--- config.mk ---
export PLATFORM = sky130hd
export DESIGN_NAME = scan_point_clustering
export DESIGN_NICKNAME = d
export VERILOG_FILES = /design/src/hdl/spc_pkg.sv /design/src/hdl/spc_sqdist.sv /design/src/hdl/spc_divider.sv /design/src/hdl/spc_isqrt.sv /design/src/hdl/scan_point_clustering.sv
export SDC_FILE = /design/constraint.sdc
export NUM_CORES = 2
export LEC_CHECK = 0
export ABC_CLOCK_PERIOD_IN_PS = 14250
export BUFFER_PORTS_ARGS = -buffer_cell sky130_fd_sc_hd__buf_2
export CAP_MARGIN = 10
export CORE_ASPECT_RATIO = 0.7
export CORE_MARGIN = 4
export CORE_UTILIZATION = 50
export DETAILED_ROUTE_END_ITERATION = 10
export GPL_ROUTABILITY_DRIVEN = 1
export PLACE_DENSITY_LB_ADDON = 0.05
export SLEW_MARGIN = 0
export SYNTH_ARGS = -nofsm -noshare
export SYNTH_HDL_FRONTEND = slang
export SYNTH_HIERARCHICAL = 1
export SYNTH_SLANG_ARGS = --single-unit
--- constraint.sdc ---
create_clock -name clock -period 14.25 [get_ports clock]
set_input_delay 1.425 -clock clock [delete_from_list [all_inputs] [get_ports clock]]
set_output_delay 1.425 -clock clock [all_outputs]
set_load 0.02 [all_outputs]
--- src/hdl/spc_pkg.sv ---
`timescale 1ns / 1ps
// ----------------------------------------------------------------------------
// spc_pkg: shared definitions for scan point clustering
// Default sizes, register indexes, reset values and controller states.
// ----------------------------------------------------------------------------
package spc_pkg;

   localparam int SPC_COUNT_LIMIT = 4095;
   localparam int SPC_COORD_BITS  = 16;

   localparam int CSR_INDEX_BITS = 2;
   localparam int CSR_DATA_BITS  = 16;
   localparam int POINTS_BITS    = 12;
   localparam int RADIUS_BITS    = 16;

   localparam logic [15:0]           BREAK_RESET      = 16'd100;
   localparam logic [POINTS_BITS-1:0] MIN_POINTS_RESET = 12'd2;
   localparam logic [POINTS_BITS-1:0] MAX_POINTS_RESET = 12'd100;

   typedef enum logic [CSR_INDEX_BITS-1:0] {
      REG_BREAK      = 2'd0,
      REG_MIN_POINTS = 2'd1,
      REG_MAX_POINTS = 2'd2
   } csr_index_type;

   typedef enum logic [2:0] {
      S_IDLE,
      S_TEST,
      S_JOIN,
      S_OPEN,
      S_CLOSE,
      S_RDIST,
      S_CALC,
      S_EMIT
   } state_type;

endpackage

--- src/hdl/spc_sqdist.sv ---
`timescale 1ns / 1ps
// ----------------------------------------------------------------------------
// spc_sqdist: bit-serial squared distance
// Squares |ax-bx| and |ay-by| by shift and add, one multiplier bit per
// cycle in two lanes, and sums the two squares.
// ----------------------------------------------------------------------------
module spc_sqdist #(
   parameter int COORD_BITS = spc_pkg::SPC_COORD_BITS
) (
   input  logic                          clock,
   input  logic                          reset,
   input  logic                          start,
   input  logic signed [COORD_BITS-1:0]  ax,
   input  logic signed [COORD_BITS-1:0]  ay,
   input  logic signed [COORD_BITS-1:0]  bx,
   input  logic signed [COORD_BITS-1:0]  by,
   output logic                          busy,
   output logic [2*COORD_BITS:0]         d2
);
   import spc_pkg::*;

   localparam int PROD_BITS = 2 * COORD_BITS;
   localparam int STEP_BITS = $clog2(COORD_BITS);

   logic signed [COORD_BITS:0] diff [2];
   logic [COORD_BITS-1:0]      mag  [2];

   logic [PROD_BITS-1:0]  mcand_ff  [2], mcand_in  [2];
   logic [PROD_BITS-1:0]  acc_ff    [2], acc_in    [2];
   logic [COORD_BITS-1:0] mplier_ff [2], mplier_in [2];
   logic [STEP_BITS-1:0]  step_ff, step_in;
   logic                  busy_ff, busy_in;

   always_comb begin
      diff[0] = {ax[COORD_BITS-1], ax} - {bx[COORD_BITS-1], bx};
      diff[1] = {ay[COORD_BITS-1], ay} - {by[COORD_BITS-1], by};
      for (int i = 0; i < 2; i++) begin
         mag[i] = diff[i][COORD_BITS] ? COORD_BITS'(-diff[i]) : diff[i][COORD_BITS-1:0];
      end
   end

   always_comb begin
      busy_in = busy_ff;
      step_in = step_ff;
      for (int i = 0; i < 2; i++) begin
         mcand_in[i]  = mcand_ff[i];
         acc_in[i]    = acc_ff[i];
         mplier_in[i] = mplier_ff[i];
      end
      if (start) begin
         busy_in = 1'b1;
         step_in = '0;
         for (int i = 0; i < 2; i++) begin
            mcand_in[i]  = PROD_BITS'(mag[i]);
            acc_in[i]    = '0;
            mplier_in[i] = mag[i];
         end
      end else if (busy_ff) begin
         for (int i = 0; i < 2; i++) begin
            if (mplier_ff[i][0]) begin
               acc_in[i] = acc_ff[i] + mcand_ff[i];
            end
            mcand_in[i]  = mcand_ff[i] << 1;
            mplier_in[i] = mplier_ff[i] >> 1;
         end
         step_in = step_ff + 1'b1;
         if (step_ff == STEP_BITS'(COORD_BITS - 1)) begin
            busy_in = 1'b0;
         end
      end
   end

   always_ff @(posedge clock) begin
      if (reset) begin
         busy_ff <= 1'b0;
      end else begin
         busy_ff <= busy_in;
      end
      step_ff <= step_in;
      for (int i = 0; i < 2; i++) begin
         mcand_ff[i]  <= mcand_in[i];
         acc_ff[i]    <= acc_in[i];
         mplier_ff[i] <= mplier_in[i];
      end
   end

   assign busy = busy_ff;
   assign d2   = {1'b0, acc_ff[0]} + {1'b0, acc_ff[1]};

endmodule

--- src/hdl/spc_divider.sv ---
`timescale 1ns / 1ps
// ----------------------------------------------------------------------------
// spc_divider: two-lane restoring divider
// Divides the signed x and y sums by the point count, one quotient bit per
// cycle, truncating toward zero.
// ----------------------------------------------------------------------------
module spc_divider #(
   parameter int COORD_BITS = spc_pkg::SPC_COORD_BITS,
   parameter int CNT_BITS   = 12
) (
   input  logic                                  clock,
   input  logic                                  reset,
   input  logic                                  start,
   input  logic signed [COORD_BITS+CNT_BITS-1:0] sum_x,
   input  logic signed [COORD_BITS+CNT_BITS-1:0] sum_y,
   input  logic [CNT_BITS-1:0]                   divisor,
   output logic                                  busy,
   output logic signed [COORD_BITS-1:0]          quo_x,
   output logic signed [COORD_BITS-1:0]          quo_y
);
   import spc_pkg::*;

   localparam int SUM_BITS  = COORD_BITS + CNT_BITS;
   localparam int STEP_BITS = $clog2(SUM_BITS);

   logic signed [SUM_BITS-1:0] sum_sel [2];
   logic [CNT_BITS:0]          trial   [2];
   logic [SUM_BITS-1:0]        signed_q [2];

   logic [SUM_BITS-1:0]  quo_ff [2], quo_in [2];
   logic [CNT_BITS-1:0]  rem_ff [2], rem_in [2];
   logic                 neg_ff [2], neg_in [2];
   logic [STEP_BITS-1:0] step_ff, step_in;
   logic                 busy_ff, busy_in;

   always_comb begin
      sum_sel[0] = sum_x;
      sum_sel[1] = sum_y;
      busy_in = busy_ff;
      step_in = step_ff;
      for (int i = 0; i < 2; i++) begin
         quo_in[i] = quo_ff[i];
         rem_in[i] = rem_ff[i];
         neg_in[i] = neg_ff[i];
         trial[i]  = {rem_ff[i], quo_ff[i][SUM_BITS-1]};
      end
      if (start) begin
         busy_in = 1'b1;
         step_in = '0;
         for (int i = 0; i < 2; i++) begin
            neg_in[i] = sum_sel[i][SUM_BITS-1];
            quo_in[i] = sum_sel[i][SUM_BITS-1] ? SUM_BITS'(-sum_sel[i]) : sum_sel[i];
            rem_in[i] = '0;
         end
      end else if (busy_ff) begin
         for (int i = 0; i < 2; i++) begin
            if (trial[i] >= {1'b0, divisor}) begin
               rem_in[i] = CNT_BITS'(trial[i] - {1'b0, divisor});
               quo_in[i] = {quo_ff[i][SUM_BITS-2:0], 1'b1};
            end else begin
               rem_in[i] = trial[i][CNT_BITS-1:0];
               quo_in[i] = {quo_ff[i][SUM_BITS-2:0], 1'b0};
            end
         end
         step_in = step_ff + 1'b1;
         if (step_ff == STEP_BITS'(SUM_BITS - 1)) begin
            busy_in = 1'b0;
         end
      end
   end

   always_ff @(posedge clock) begin
      if (reset) begin
         busy_ff <= 1'b0;
      end else begin
         busy_ff <= busy_in;
      end
      step_ff <= step_in;
      for (int i = 0; i < 2; i++) begin
         quo_ff[i] <= quo_in[i];
         rem_ff[i] <= rem_in[i];
         neg_ff[i] <= neg_in[i];
      end
   end

   // restore the sign of the dividend
   always_comb begin
      for (int i = 0; i < 2; i++) begin
         signed_q[i] = neg_ff[i] ? SUM_BITS'(-quo_ff[i]) : quo_ff[i];
      end
   end

   assign busy  = busy_ff;
   assign quo_x = signed_q[0][COORD_BITS-1:0];
   assign quo_y = signed_q[1][COORD_BITS-1:0];

endmodule

--- src/hdl/spc_isqrt.sv ---
`timescale 1ns / 1ps
// ----------------------------------------------------------------------------
// spc_isqrt: digit-serial integer square root
// Brings down two radicand bits per cycle and settles one root bit,
// giving the floor of the square root.
// ----------------------------------------------------------------------------
module spc_isqrt #(
   parameter int COORD_BITS = spc_pkg::SPC_COORD_BITS
) (
   input  logic                   clock,
   input  logic                   reset,
   input  logic                   start,
   input  logic [2*COORD_BITS:0]  value,
   output logic                   busy,
   output logic [COORD_BITS:0]    root
);
   import spc_pkg::*;

   localparam int RAD_BITS  = 2 * COORD_BITS + 2;
   localparam int ROOT_BITS = COORD_BITS + 1;
   localparam int REM_BITS  = COORD_BITS + 4;
   localparam int STEP_BITS = $clog2(ROOT_BITS);

   logic [REM_BITS-1:0]  rem_sh, trial;

   logic [RAD_BITS-1:0]  src_ff, src_in;
   logic [REM_BITS-1:0]  rem_ff, rem_in;
   logic [ROOT_BITS-1:0] root_ff, root_in;
   logic [STEP_BITS-1:0] step_ff, step_in;
   logic                 busy_ff, busy_in;

   always_comb begin
      rem_sh  = {rem_ff[REM_BITS-3:0], src_ff[RAD_BITS-1 -: 2]};
      trial   = REM_BITS'({root_ff, 2'b01});
      busy_in = busy_ff;
      step_in = step_ff;
      src_in  = src_ff;
      rem_in  = rem_ff;
      root_in = root_ff;
      if (start) begin
         busy_in = 1'b1;
         step_in = '0;
         src_in  = {1'b0, value};
         rem_in  = '0;
         root_in = '0;
      end else if (busy_ff) begin
         src_in = src_ff << 2;
         if (rem_sh >= trial) begin
            rem_in  = rem_sh - trial;
            root_in = {root_ff[ROOT_BITS-2:0], 1'b1};
         end else begin
            rem_in  = rem_sh;
            root_in = {root_ff[ROOT_BITS-2:0], 1'b0};
         end
         step_in = step_ff + 1'b1;
         if (step_ff == STEP_BITS'(ROOT_BITS - 1)) begin
            busy_in = 1'b0;
         end
      end
   end

   always_ff @(posedge clock) begin
      if (reset) begin
         busy_ff <= 1'b0;
      end else begin
         busy_ff <= busy_in;
      end
      step_ff <= step_in;
      src_ff  <= src_in;
      rem_ff  <= rem_in;
      root_ff <= root_in;
   end

   assign busy = busy_ff;
   assign root = root_ff;

endmodule

--- src/hdl/scan_point_clustering.sv ---
`timescale 1ns / 1ps
// ----------------------------------------------------------------------------
// scan_point_clustering: breakpoint segmentation of lidar scan points
// Groups successive points closer than the break distance and reports the
// centroid, half-span radius and size of each cluster of acceptable size.
// ----------------------------------------------------------------------------
// Flow: a point tested against the open cluster passes the distance unit, then joins
//   it or closes it; the first point of a scan opens a cluster with no distance test.
//   Each reported cluster then runs the distance, divider and root units and waits
//   for a free output slot.
// Throughput: one request in work at a time; a result waits in the output register.
// Reset: synchronous; clears control state and restores the register defaults.
module scan_point_clustering #(
   parameter int COUNT_LIMIT = spc_pkg::SPC_COUNT_LIMIT,
   parameter int COORD_BITS  = spc_pkg::SPC_COORD_BITS
) (
   input  logic                                         clock,
   input  logic                                         reset,
   // req_tdata: point_x, point_y (zero padded to bytes)
   input  logic                                         req_tvalid,
   output logic                                         req_tready,
   input  logic [((2*COORD_BITS+7)/8)*8-1:0]            req_tdata,
   input  logic                                         req_tlast,
   // rsp_tdata: centre_x, centre_y, radius_mm, point_count (zero padded)
   output logic                                         rsp_tvalid,
   input  logic                                         rsp_tready,
   output logic [((2*COORD_BITS+28+7)/8)*8-1:0]         rsp_tdata,
   output logic                                         rsp_tlast,
   input  logic                                         csr_valid,
   output logic                                         csr_ready,
   input  logic [spc_pkg::CSR_INDEX_BITS-1:0]           csr_index,
   input  logic [spc_pkg::CSR_DATA_BITS-1:0]            csr_data
);
   import spc_pkg::*;

   localparam int CNT_BITS  = $clog2(COUNT_LIMIT + 1);
   localparam int SUM_BITS  = COORD_BITS + CNT_BITS;
   localparam int D2_BITS   = 2 * COORD_BITS + 1;
   localparam int CMP_BITS  = (D2_BITS > 32) ? D2_BITS : 32;
   localparam int PCMP_BITS = (CNT_BITS > POINTS_BITS) ? CNT_BITS : POINTS_BITS;
   localparam int OUT_W     = ((2*COORD_BITS+28+7)/8)*8;

   state_type state_ff, state_in;

   logic                         open_ff, open_in;
   logic signed [COORD_BITS-1:0] px_ff, px_in, py_ff, py_in;
   logic                         eos_ff, eos_in;
   logic signed [COORD_BITS-1:0] prev_x_ff, prev_x_in, prev_y_ff, prev_y_in;
   logic signed [COORD_BITS-1:0] first_x_ff, first_x_in, first_y_ff, first_y_in;
   logic signed [SUM_BITS-1:0]   sum_x_ff, sum_x_in, sum_y_ff, sum_y_in;
   logic [CNT_BITS-1:0]          count_ff, count_in;
   logic                         brk_ff, brk_in;

   logic [15:0]                  break_ff;
   logic [POINTS_BITS-1:0]       min_ff, max_ff;
   logic [31:0]                  thr_ff;

   logic                         rsp_valid_ff, rsp_valid_in;
   logic signed [COORD_BITS-1:0] rsp_cx_ff, rsp_cx_in, rsp_cy_ff, rsp_cy_in;
   logic [RADIUS_BITS-1:0]       rsp_rad_ff, rsp_rad_in;
   logic [POINTS_BITS-1:0]       rsp_cnt_ff, rsp_cnt_in;
   logic                         rsp_last_ff, rsp_last_in;

   logic                         req_fire, slot_free;
   logic                         qualify, eos_reports;
   logic                         dist_start, dist_busy;
   logic                         calc_start, div_busy, sqrt_busy;
   logic signed [COORD_BITS-1:0] dist_ax, dist_ay;
   logic [D2_BITS-1:0]           d2;
   logic signed [COORD_BITS-1:0] quo_x, quo_y;
   logic [COORD_BITS:0]          root, half;
   logic signed [COORD_BITS-1:0] req_x, req_y;

   assign req_x      = req_tdata[COORD_BITS-1:0];
   assign req_y      = req_tdata[2*COORD_BITS-1:COORD_BITS];
   assign req_tready = (state_ff == S_IDLE);
   assign req_fire   = req_tvalid && req_tready;
   assign slot_free  = !rsp_valid_ff || rsp_tready;
   assign csr_ready  = 1'b1;

   assign qualify = (PCMP_BITS'(count_ff) > PCMP_BITS'(min_ff))
                 && (PCMP_BITS'(count_ff) < PCMP_BITS'(max_ff));
   // a freshly opened single-point cluster reports on end of scan only if 0 < 1 < max
   assign eos_reports = eos_ff && (min_ff == '0) && (max_ff > POINTS_BITS'(1));

   assign dist_ax = (state_ff == S_IDLE) ? req_x : first_x_ff;
   assign dist_ay = (state_ff == S_IDLE) ? req_y : first_y_ff;
   assign half    = root >> 1;

   spc_sqdist #(
      .COORD_BITS (COORD_BITS)
   ) u_sqdist (
      .clock (clock),
      .reset (reset),
      .start (dist_start),
      .ax    (dist_ax),
      .ay    (dist_ay),
      .bx    (prev_x_ff),
      .by    (prev_y_ff),
      .busy  (dist_busy),
      .d2    (d2)
   );

   spc_divider #(
      .COORD_BITS (COORD_BITS),
      .CNT_BITS   (CNT_BITS)
   ) u_divider (
      .clock   (clock),
      .reset   (reset),
      .start   (calc_start),
      .sum_x   (sum_x_ff),
      .sum_y   (sum_y_ff),
      .divisor (count_ff),
      .busy    (div_busy),
      .quo_x   (quo_x),
      .quo_y   (quo_y)
   );

   spc_isqrt #(
      .COORD_BITS (COORD_BITS)
   ) u_isqrt (
      .clock (clock),
      .reset (reset),
      .start (calc_start),
      .value (d2),
      .busy  (sqrt_busy),
      .root  (root)
   );

   // configuration registers; the squared break threshold follows break_ff in the next cycle
   always_ff @(posedge clock) begin
      if (reset) begin
         break_ff <= BREAK_RESET;
         min_ff   <= MIN_POINTS_RESET;
         max_ff   <= MAX_POINTS_RESET;
      end else if (csr_valid && csr_ready) begin
         case (csr_index)
            REG_BREAK:      break_ff <= csr_data;
            REG_MIN_POINTS: min_ff   <= csr_data[POINTS_BITS-1:0];
            REG_MAX_POINTS: max_ff   <= csr_data[POINTS_BITS-1:0];
            default: ;
         endcase
      end
      thr_ff <= break_ff * break_ff;
   end

   always_comb begin
      state_in     = state_ff;
      open_in      = open_ff;
      px_in        = px_ff;
      py_in        = py_ff;
      eos_in       = eos_ff;
      prev_x_in    = prev_x_ff;
      prev_y_in    = prev_y_ff;
      first_x_in   = first_x_ff;
      first_y_in   = first_y_ff;
      sum_x_in     = sum_x_ff;
      sum_y_in     = sum_y_ff;
      count_in     = count_ff;
      brk_in       = brk_ff;
      rsp_cx_in    = rsp_cx_ff;
      rsp_cy_in    = rsp_cy_ff;
      rsp_rad_in   = rsp_rad_ff;
      rsp_cnt_in   = rsp_cnt_ff;
      rsp_last_in  = rsp_last_ff;
      rsp_valid_in = rsp_valid_ff && !rsp_tready;
      dist_start   = 1'b0;
      calc_start   = 1'b0;

      case (state_ff)
         S_IDLE: begin
            if (req_fire) begin
               px_in  = req_x;
               py_in  = req_y;
               eos_in = req_tlast;
               if (open_ff) begin
                  dist_start = 1'b1;
                  state_in   = S_TEST;
               end else begin
                  state_in = S_OPEN;
               end
            end
         end
         S_TEST: begin
            if (!dist_busy) begin
               if (CMP_BITS'(d2) < CMP_BITS'(thr_ff)) begin
                  state_in = S_JOIN;
               end else begin
                  brk_in   = 1'b1;
                  state_in = S_CLOSE;
               end
            end
         end
         S_JOIN: begin
            // past the count limit the cluster still grows but sums hold
            if (count_ff < CNT_BITS'(COUNT_LIMIT)) begin
               sum_x_in = sum_x_ff + SUM_BITS'(px_ff);
               sum_y_in = sum_y_ff + SUM_BITS'(py_ff);
               count_in = count_ff + 1'b1;
            end
            prev_x_in = px_ff;
            prev_y_in = py_ff;
            brk_in    = 1'b0;
            state_in  = eos_ff ? S_CLOSE : S_IDLE;
         end
         S_OPEN: begin
            open_in    = 1'b1;
            first_x_in = px_ff;
            first_y_in = py_ff;
            prev_x_in  = px_ff;
            prev_y_in  = py_ff;
            sum_x_in   = SUM_BITS'(px_ff);
            sum_y_in   = SUM_BITS'(py_ff);
            count_in   = CNT_BITS'(1);
            brk_in     = 1'b0;
            state_in   = eos_ff ? S_CLOSE : S_IDLE;
         end
         S_CLOSE: begin
            open_in = 1'b0;
            if (qualify) begin
               dist_start = 1'b1;
               state_in   = S_RDIST;
            end else begin
               state_in = brk_ff ? S_OPEN : S_IDLE;
            end
         end
         S_RDIST: begin
            if (!dist_busy) begin
               calc_start = 1'b1;
               state_in   = S_CALC;
            end
         end
         S_CALC: begin
            if (!div_busy && !sqrt_busy) begin
               state_in = S_EMIT;
            end
         end
         S_EMIT: begin
            if (slot_free) begin
               rsp_valid_in = 1'b1;
               rsp_cx_in    = quo_x;
               rsp_cy_in    = quo_y;
               rsp_rad_in   = (40'(half) > 40'd65535) ? '1 : RADIUS_BITS'(half);
               rsp_cnt_in   = POINTS_BITS'(count_ff);
               rsp_last_in  = brk_ff ? !eos_reports : 1'b1;
               state_in     = brk_ff ? S_OPEN : S_IDLE;
            end
         end
         default: begin
            state_in = S_IDLE;
         end
      endcase
   end

   always_ff @(posedge clock) begin
      if (reset) begin
         state_ff     <= S_IDLE;
         open_ff      <= 1'b0;
         rsp_valid_ff <= 1'b0;
         prev_x_ff    <= '0;
         prev_y_ff    <= '0;
         first_x_ff   <= '0;
         first_y_ff   <= '0;
         sum_x_ff     <= '0;
         sum_y_ff     <= '0;
         count_ff     <= '0;
         brk_ff       <= 1'b0;
      end else begin
         state_ff     <= state_in;
         open_ff      <= open_in;
         rsp_valid_ff <= rsp_valid_in;
         prev_x_ff    <= prev_x_in;
         prev_y_ff    <= prev_y_in;
         first_x_ff   <= first_x_in;
         first_y_ff   <= first_y_in;
         sum_x_ff     <= sum_x_in;
         sum_y_ff     <= sum_y_in;
         count_ff     <= count_in;
         brk_ff       <= brk_in;
      end
      px_ff       <= px_in;
      py_ff       <= py_in;
      eos_ff      <= eos_in;
      rsp_cx_ff   <= rsp_cx_in;
      rsp_cy_ff   <= rsp_cy_in;
      rsp_rad_ff  <= rsp_rad_in;
      rsp_cnt_ff  <= rsp_cnt_in;
      rsp_last_ff <= rsp_last_in;
   end

   assign rsp_tvalid = rsp_valid_ff;
   assign rsp_tlast  = rsp_last_ff;
   assign rsp_tdata  = OUT_W'({rsp_cnt_ff, rsp_rad_ff, rsp_cy_ff, rsp_cx_ff});

endmodule

# After elaboration in Yosys (flattened, before gate mapping)
# Memory sizes are Yosys's and may differ from the RTL's.
# Index checks and enable logic that the tools add are counted.
[word_totals]
ff_bits = 390
ram_bits = 242
out_inout_bits = 68
elab_cells = 183
mem_count = 6
[memory_table]
columns = ["memory", "words", "word_bits", "read_ports", "rd_ports_with_merged_regs", "write_ports", "line_no", "rtl"]
rows = [
  ["u_sqdist.acc_ff", 2, 32, 2, 0, 2, "spc_sqdist.sv:29", "logic [PROD_BITS-1:0] acc_ff [2], acc_in [2];"],
  ["u_sqdist.mcand_ff", 2, 32, 2, 0, 2, "spc_sqdist.sv:28", "logic [PROD_BITS-1:0] mcand_ff [2], mcand_in [2];"],
  ["u_divider.quo_ff", 2, 28, 2, 0, 2, "spc_divider.sv:30", "logic [SUM_BITS-1:0] quo_ff [2], quo_in [2];"],
  ["u_sqdist.mplier_ff", 2, 16, 2, 0, 2, "spc_sqdist.sv:30", "logic [COORD_BITS-1:0] mplier_ff [2], mplier_in [2];"],
  ["u_divider.rem_ff", 2, 12, 2, 0, 2, "spc_divider.sv:31", "logic [CNT_BITS-1:0] rem_ff [2], rem_in [2];"],
  ["u_divider.neg_ff", 2, 1, 2, 0, 2, "spc_divider.sv:32", "logic neg_ff [2], neg_in [2];"],
]
[classes]
addsub = 20
n_mul = 1
n_lt_le_gt_ge = 9
eq_ne = 19
muxes = 67
reduce_logical = 28
[ops]
columns = ["operator", "n"]
rows = [
  ["$mux W64", 4],
  ["$mux W32", 4],
  ["$mux W28", 4],
  ["$mux W56", 2],
  ["$pmux W28 S2", 2],
  ["$mux W16", 6],
  ["$mux W33", 2],
  ["$add A32 B32 Y32", 2],
  ["$neg A16 Y16", 4],
  ["$add A28 B16 Y28", 2],
  ["$neg A28 Y28", 2],
  ["$mux W24", 2],
  ["$mux W12", 3],
  ["$sub A16 B16 Y17", 2],
  ["$add A32 B32 Y33", 1],
  ["$lt A33 B32 Y1", 1],
  ["$mul A16 B16 Y32", 1],
  ["$ge A13 B12 Y1", 2],
  ["$mux W3", 8],
  ["$pmux W12 S2", 1],
  ["$sub A12 B12 Y12", 2],
  ["$mux W1", 21],
  ["$pmux W3 S7", 1],
  ["$ge A20 B19 Y1", 1],
  ["32 further kinds", 64],
]

# Longest topological paths before layout
[depth]
word_depth = 6
ltp_mapped = 25
ltp_nobuf = 24

# Hierarchy
# The synthesis kept the hierarchy.
[modules_own_cells]
columns = ["module", "n_inst", "cells_each", "area_per_inst_um2"]
rows = [
  ["scan_point_clustering", 1, 2430, 21993.6],
  ["spc_sqdist", 1, 1568, 12973.7],
  ["spc_divider", 1, 714, 6347.3],
  ["spc_isqrt", 1, 396, 4141.5],
]

# Worst setup path after synthesis
# No wires, ideal clock.
[synth_timing]
kind = "reg-to-reg"
from = "reg break_ff[4]"
to = "reg thr_ff[20]"
arrival_ns = 6.128
required_ns = 14.114
path_slack_ns = 7.985
stages_incl_launch_ff = 23
synth_period_minus_slack_ns = 6.265
cell_sequence = "dfxtp_1 clkbuf_1 clkbuf_1 nand2_1 fa_1 fa_1 inv_1 fa_1 fa_1 fa_1 inv_1 fa_1 inv_1 ha_1 and4_1 nor2b_1 or2_0 a31o_2 a21o_1 a21o_1 a21boi_2 mux2i_1 o2111ai_1"
[synth_via]
elab_chain_len = 1
[synth_lines]
columns = ["element", "line_no", "rtl"]
rows = [
  ["start, declared", "scan_point_clustering.sv:54", "logic [15:0] break_ff;"],
  ["start signal, assigned", "scan_point_clustering.sv:138", "REG_BREAK: break_ff <= csr_data;"],
  ["$mul A16 B16 Y32", "scan_point_clustering.sv:144", "thr_ff <= break_ff * break_ff;"],
  ["end signal, assigned", "scan_point_clustering.sv:144", ""],
  ["end, declared", "scan_point_clustering.sv:56", "logic [31:0] thr_ff;"],
]
# Every way passes these cells.
# A chain may end at the register's enable or synchronous reset.

# Final worst setup path
[layout_timing]
from = "reg break_ff[4]"
to = "reg thr_ff[31]"
# Same word-level chain as after synthesis.

==> flow_summary.ini <==
[placed_design]
dpl.hpwl_microns = 84600
gp_congestion = 0.877
dp_slack_ps = 7560
dp.cells = 6272
io_buffers = 118
place_area_sq_um = 47000

[power_and_ir_drop]
combPwrFrac = 0.509
pwr-share-seq = 0.285
p_switching_w = 0.00401
intPower_w = 0.00533
clkPwrFrac = 0.206
power_density_nw_per_um2 = 189
ir_drop_uv = 112
p_leak_nw = 21.3
swShare = 0.429

[yosys]
synth-seq-area-share = 0.333
synth_seq_cells = 631
synth_edf_count = 249
netlist_top_cells_count = nand2_1, inv_1, a21oi_1
synth_area_sq_um = 45500
synthFlopType = dfxtp_1
yosys-top-cells-area = dfxtp_1, edfxtp_1, ha_1
synth_top_area_frac = 0.168
ys_warn_count = 6
synth.most_common_cell = nand2_1
ys_async_sr_fraction = 0
synth.avg_cell_area_sq_um = 8.90
synth_cells = 5108
synth.largest_area_cell = dfxtp_1
ys_types = 121

[worst_hold_path]
min_from = prev_x_ff[15]
worst_hold_path_type = flop to flop

[drt]
met2_length_microns = 45600
viasPerCell = 5.60
routedWlPerCell_microns = 17.9
met3WireLength_microns = 6150
drc_errors = 0
maxUsedRoutingLayer = met4
vias = 35900
routed_wl_microns = 115000
drt-met1-wl_microns = 60700
dr.pass1.iters = 5
postRouteAntennaNets = 0
drtIter0Drc = 2848

[sta]
max_slew_margin = 0.109
drv_slew = 0
tns_ps = 0
fin_crit_sh = 0.473
fin_crit_ps = 6740
final_hold_viol_count = 0
rsz0062_at_grt = false
fmax_ghz = 0.148
worst_slew_pin_slew_ps = 1330
skew_ps = 27.3
worst_slack_ps = 7510
setup_viol = 0

[outcome]
status = finished clean

[clock_tree]
htreeDepth = 3
cts.repair.resized = 0
clock_sinks = 631
cts_setup_buffers = 0
path_clk_slew_ps = 60
cts_buffers = 70
tritoncts = built
cts_hold_buf = 0
cts_root_buf = clkbuf_16
clockBufferDepth = 3
insertion_delay_ps = 650

[floorplan]
start_util = 0.504
die_area_sq_um = 95900
num_io_pins = 124
die_w_microns = 368
die_h_microns = 260
core_sq_um = 90100
rows = 92

[cells_and_area]
diodes = 0
finalNonFillerCells = 6401
drive_gt1_frac = 0.0826
design_area_sq_um = 49400
areaGrowthSynthToFinish_pct = 8.74
nNetsFinal = 5737
n_fill_cell = 8348

[grt]
grt_pass1_vias = 34100
grt_pass1_wl_microns = 187000
grt_usage = 0.239
antenna_found_initial = 0
grt.overflow.total = 0
grt_max_degree = 80

[setup_path]
critPathLaunchType = flop
cp.arrival_ps = 7250
path_class = flop to flop
cp.required_ps = 14760
crit_fanout = 19
rr_startpoint = break_ff[4]
endpoint_kind = flop
crit_start = break_ff[4]

[run]
cap_viol_max_count = 0
[power by group through the flow]
stage / logic [W] / registers (W) / clock network, W
5_1_grt: 0.00534 / 0.00271 / 0.00205
3_5_place_dp: 0.00467 / 0.00269 / 0
4_1_cts: 0.00471 / 0.00266 / 0.00198
6_report: 0.00475 / 0.00266 / 0.00193
3_3_place_gp: 0.00464 / 0.00269 / 0
2_1_floorplan: 0.00377 / 0.00252 / 0
[cell type report]
cell class              count  area (sq um)  area share
clock buffers              96          2040      0.0414
clock inverters            33           373     0.00754
inverters                 481          1810      0.0365
multi-input cells        3791         27700       0.561
flip-flops and latches    631         15100       0.306
well taps                1222          1530      0.0309
repair buffers            147           811      0.0164
[kinds of logic after synthesis]
logic type               synth area share
adder cells (fa/ha/maj)             0.182
other                            0.000165
AO/OA/AOI/OAI                       0.172
flip-flops                          0.333
multiplexers                       0.0336
XOR/XNOR                           0.0609
buffers and inverters              0.0587
AND/OR/NAND/NOR                     0.159
[flip-flops by register name, indices dropped and copies added (netlist names), 18 cells and up]
name                cells
sum_y_ff               28
u_sqdist/mcand_ff      64
u_isqrt/rem_ff         18
u_sqdist/mplier_ff     32
sum_x_ff               28
u_isqrt/src_ff         34
u_divider/rem_ff       24
u_sqdist/acc_ff        64
thr_ff                 31
u_divider/quo_ff       56
[placed cells by master (no fill, tap or decap), drive strengths merged, types with 31 or more instances in the layout]
cell      n
mux2i    75
a21o    101
mux2     69
o21ai   235
o31ai    34
a31oi    41
xor2    139
dfxtp   382
and2     65
fa      173
a21oi   438
nor2    406
nand3    89
clkbuf   96
ha      386
and3     36
xnor2   177
nand4    40
buf     147
nand2   611
edfxtp  249
o21a     33
o211ai   31
inv     485
a211oi   60
nor2b    49
or3      35
nor3     79
[worst paths after layout]
path | end | slack, ps | depth (start not counted)
hold reg to reg | prev_x_ff[15] | 450 | 2
setup reg to reg | thr_ff[31] | 7510 | 20
hold / removal | prev_x_ff[15] | 450 | 2
setup / recovery | thr_ff[31] | 7510 | 20
[metal layers]
layer,track usage,vias up
li1,-,17900
met1,0.377,17000
met2,0.342,845
met3,0.0355,143
met4,0.0508,0
met5,0,-
[worst max-delay path: stages (launching register included)]
cell,delay (ps)
dfxtp_1,860
nand2_1,170
fa_1,580
fa_1,560
inv_1,60
fa_1,520
fa_1,450
fa_1,540
inv_1,60
fa_1,540
inv_1,50
ha_1,340
nand2_1,60
o21ai_0,310
a21oi_1,140
a2111oi_0,680
o21ai_0,190
nand2_1,160
a211o_1,140
a21oi_1,70
xnor2_1,130
[per-stage QoR]
stage	total power (W)	util	hold slack [ps]
2_1_floorplan	0.00629	-	374
3_3_place_gp	0.00733	0.522	440
3_5_place_dp	0.00736	0.522	446
4_1_cts	0.00935	0.548	455
5_1_grt	0.0101	0.548	474
6_report	0.00934	0.548	454
Power figures use the tool's default switching activity.
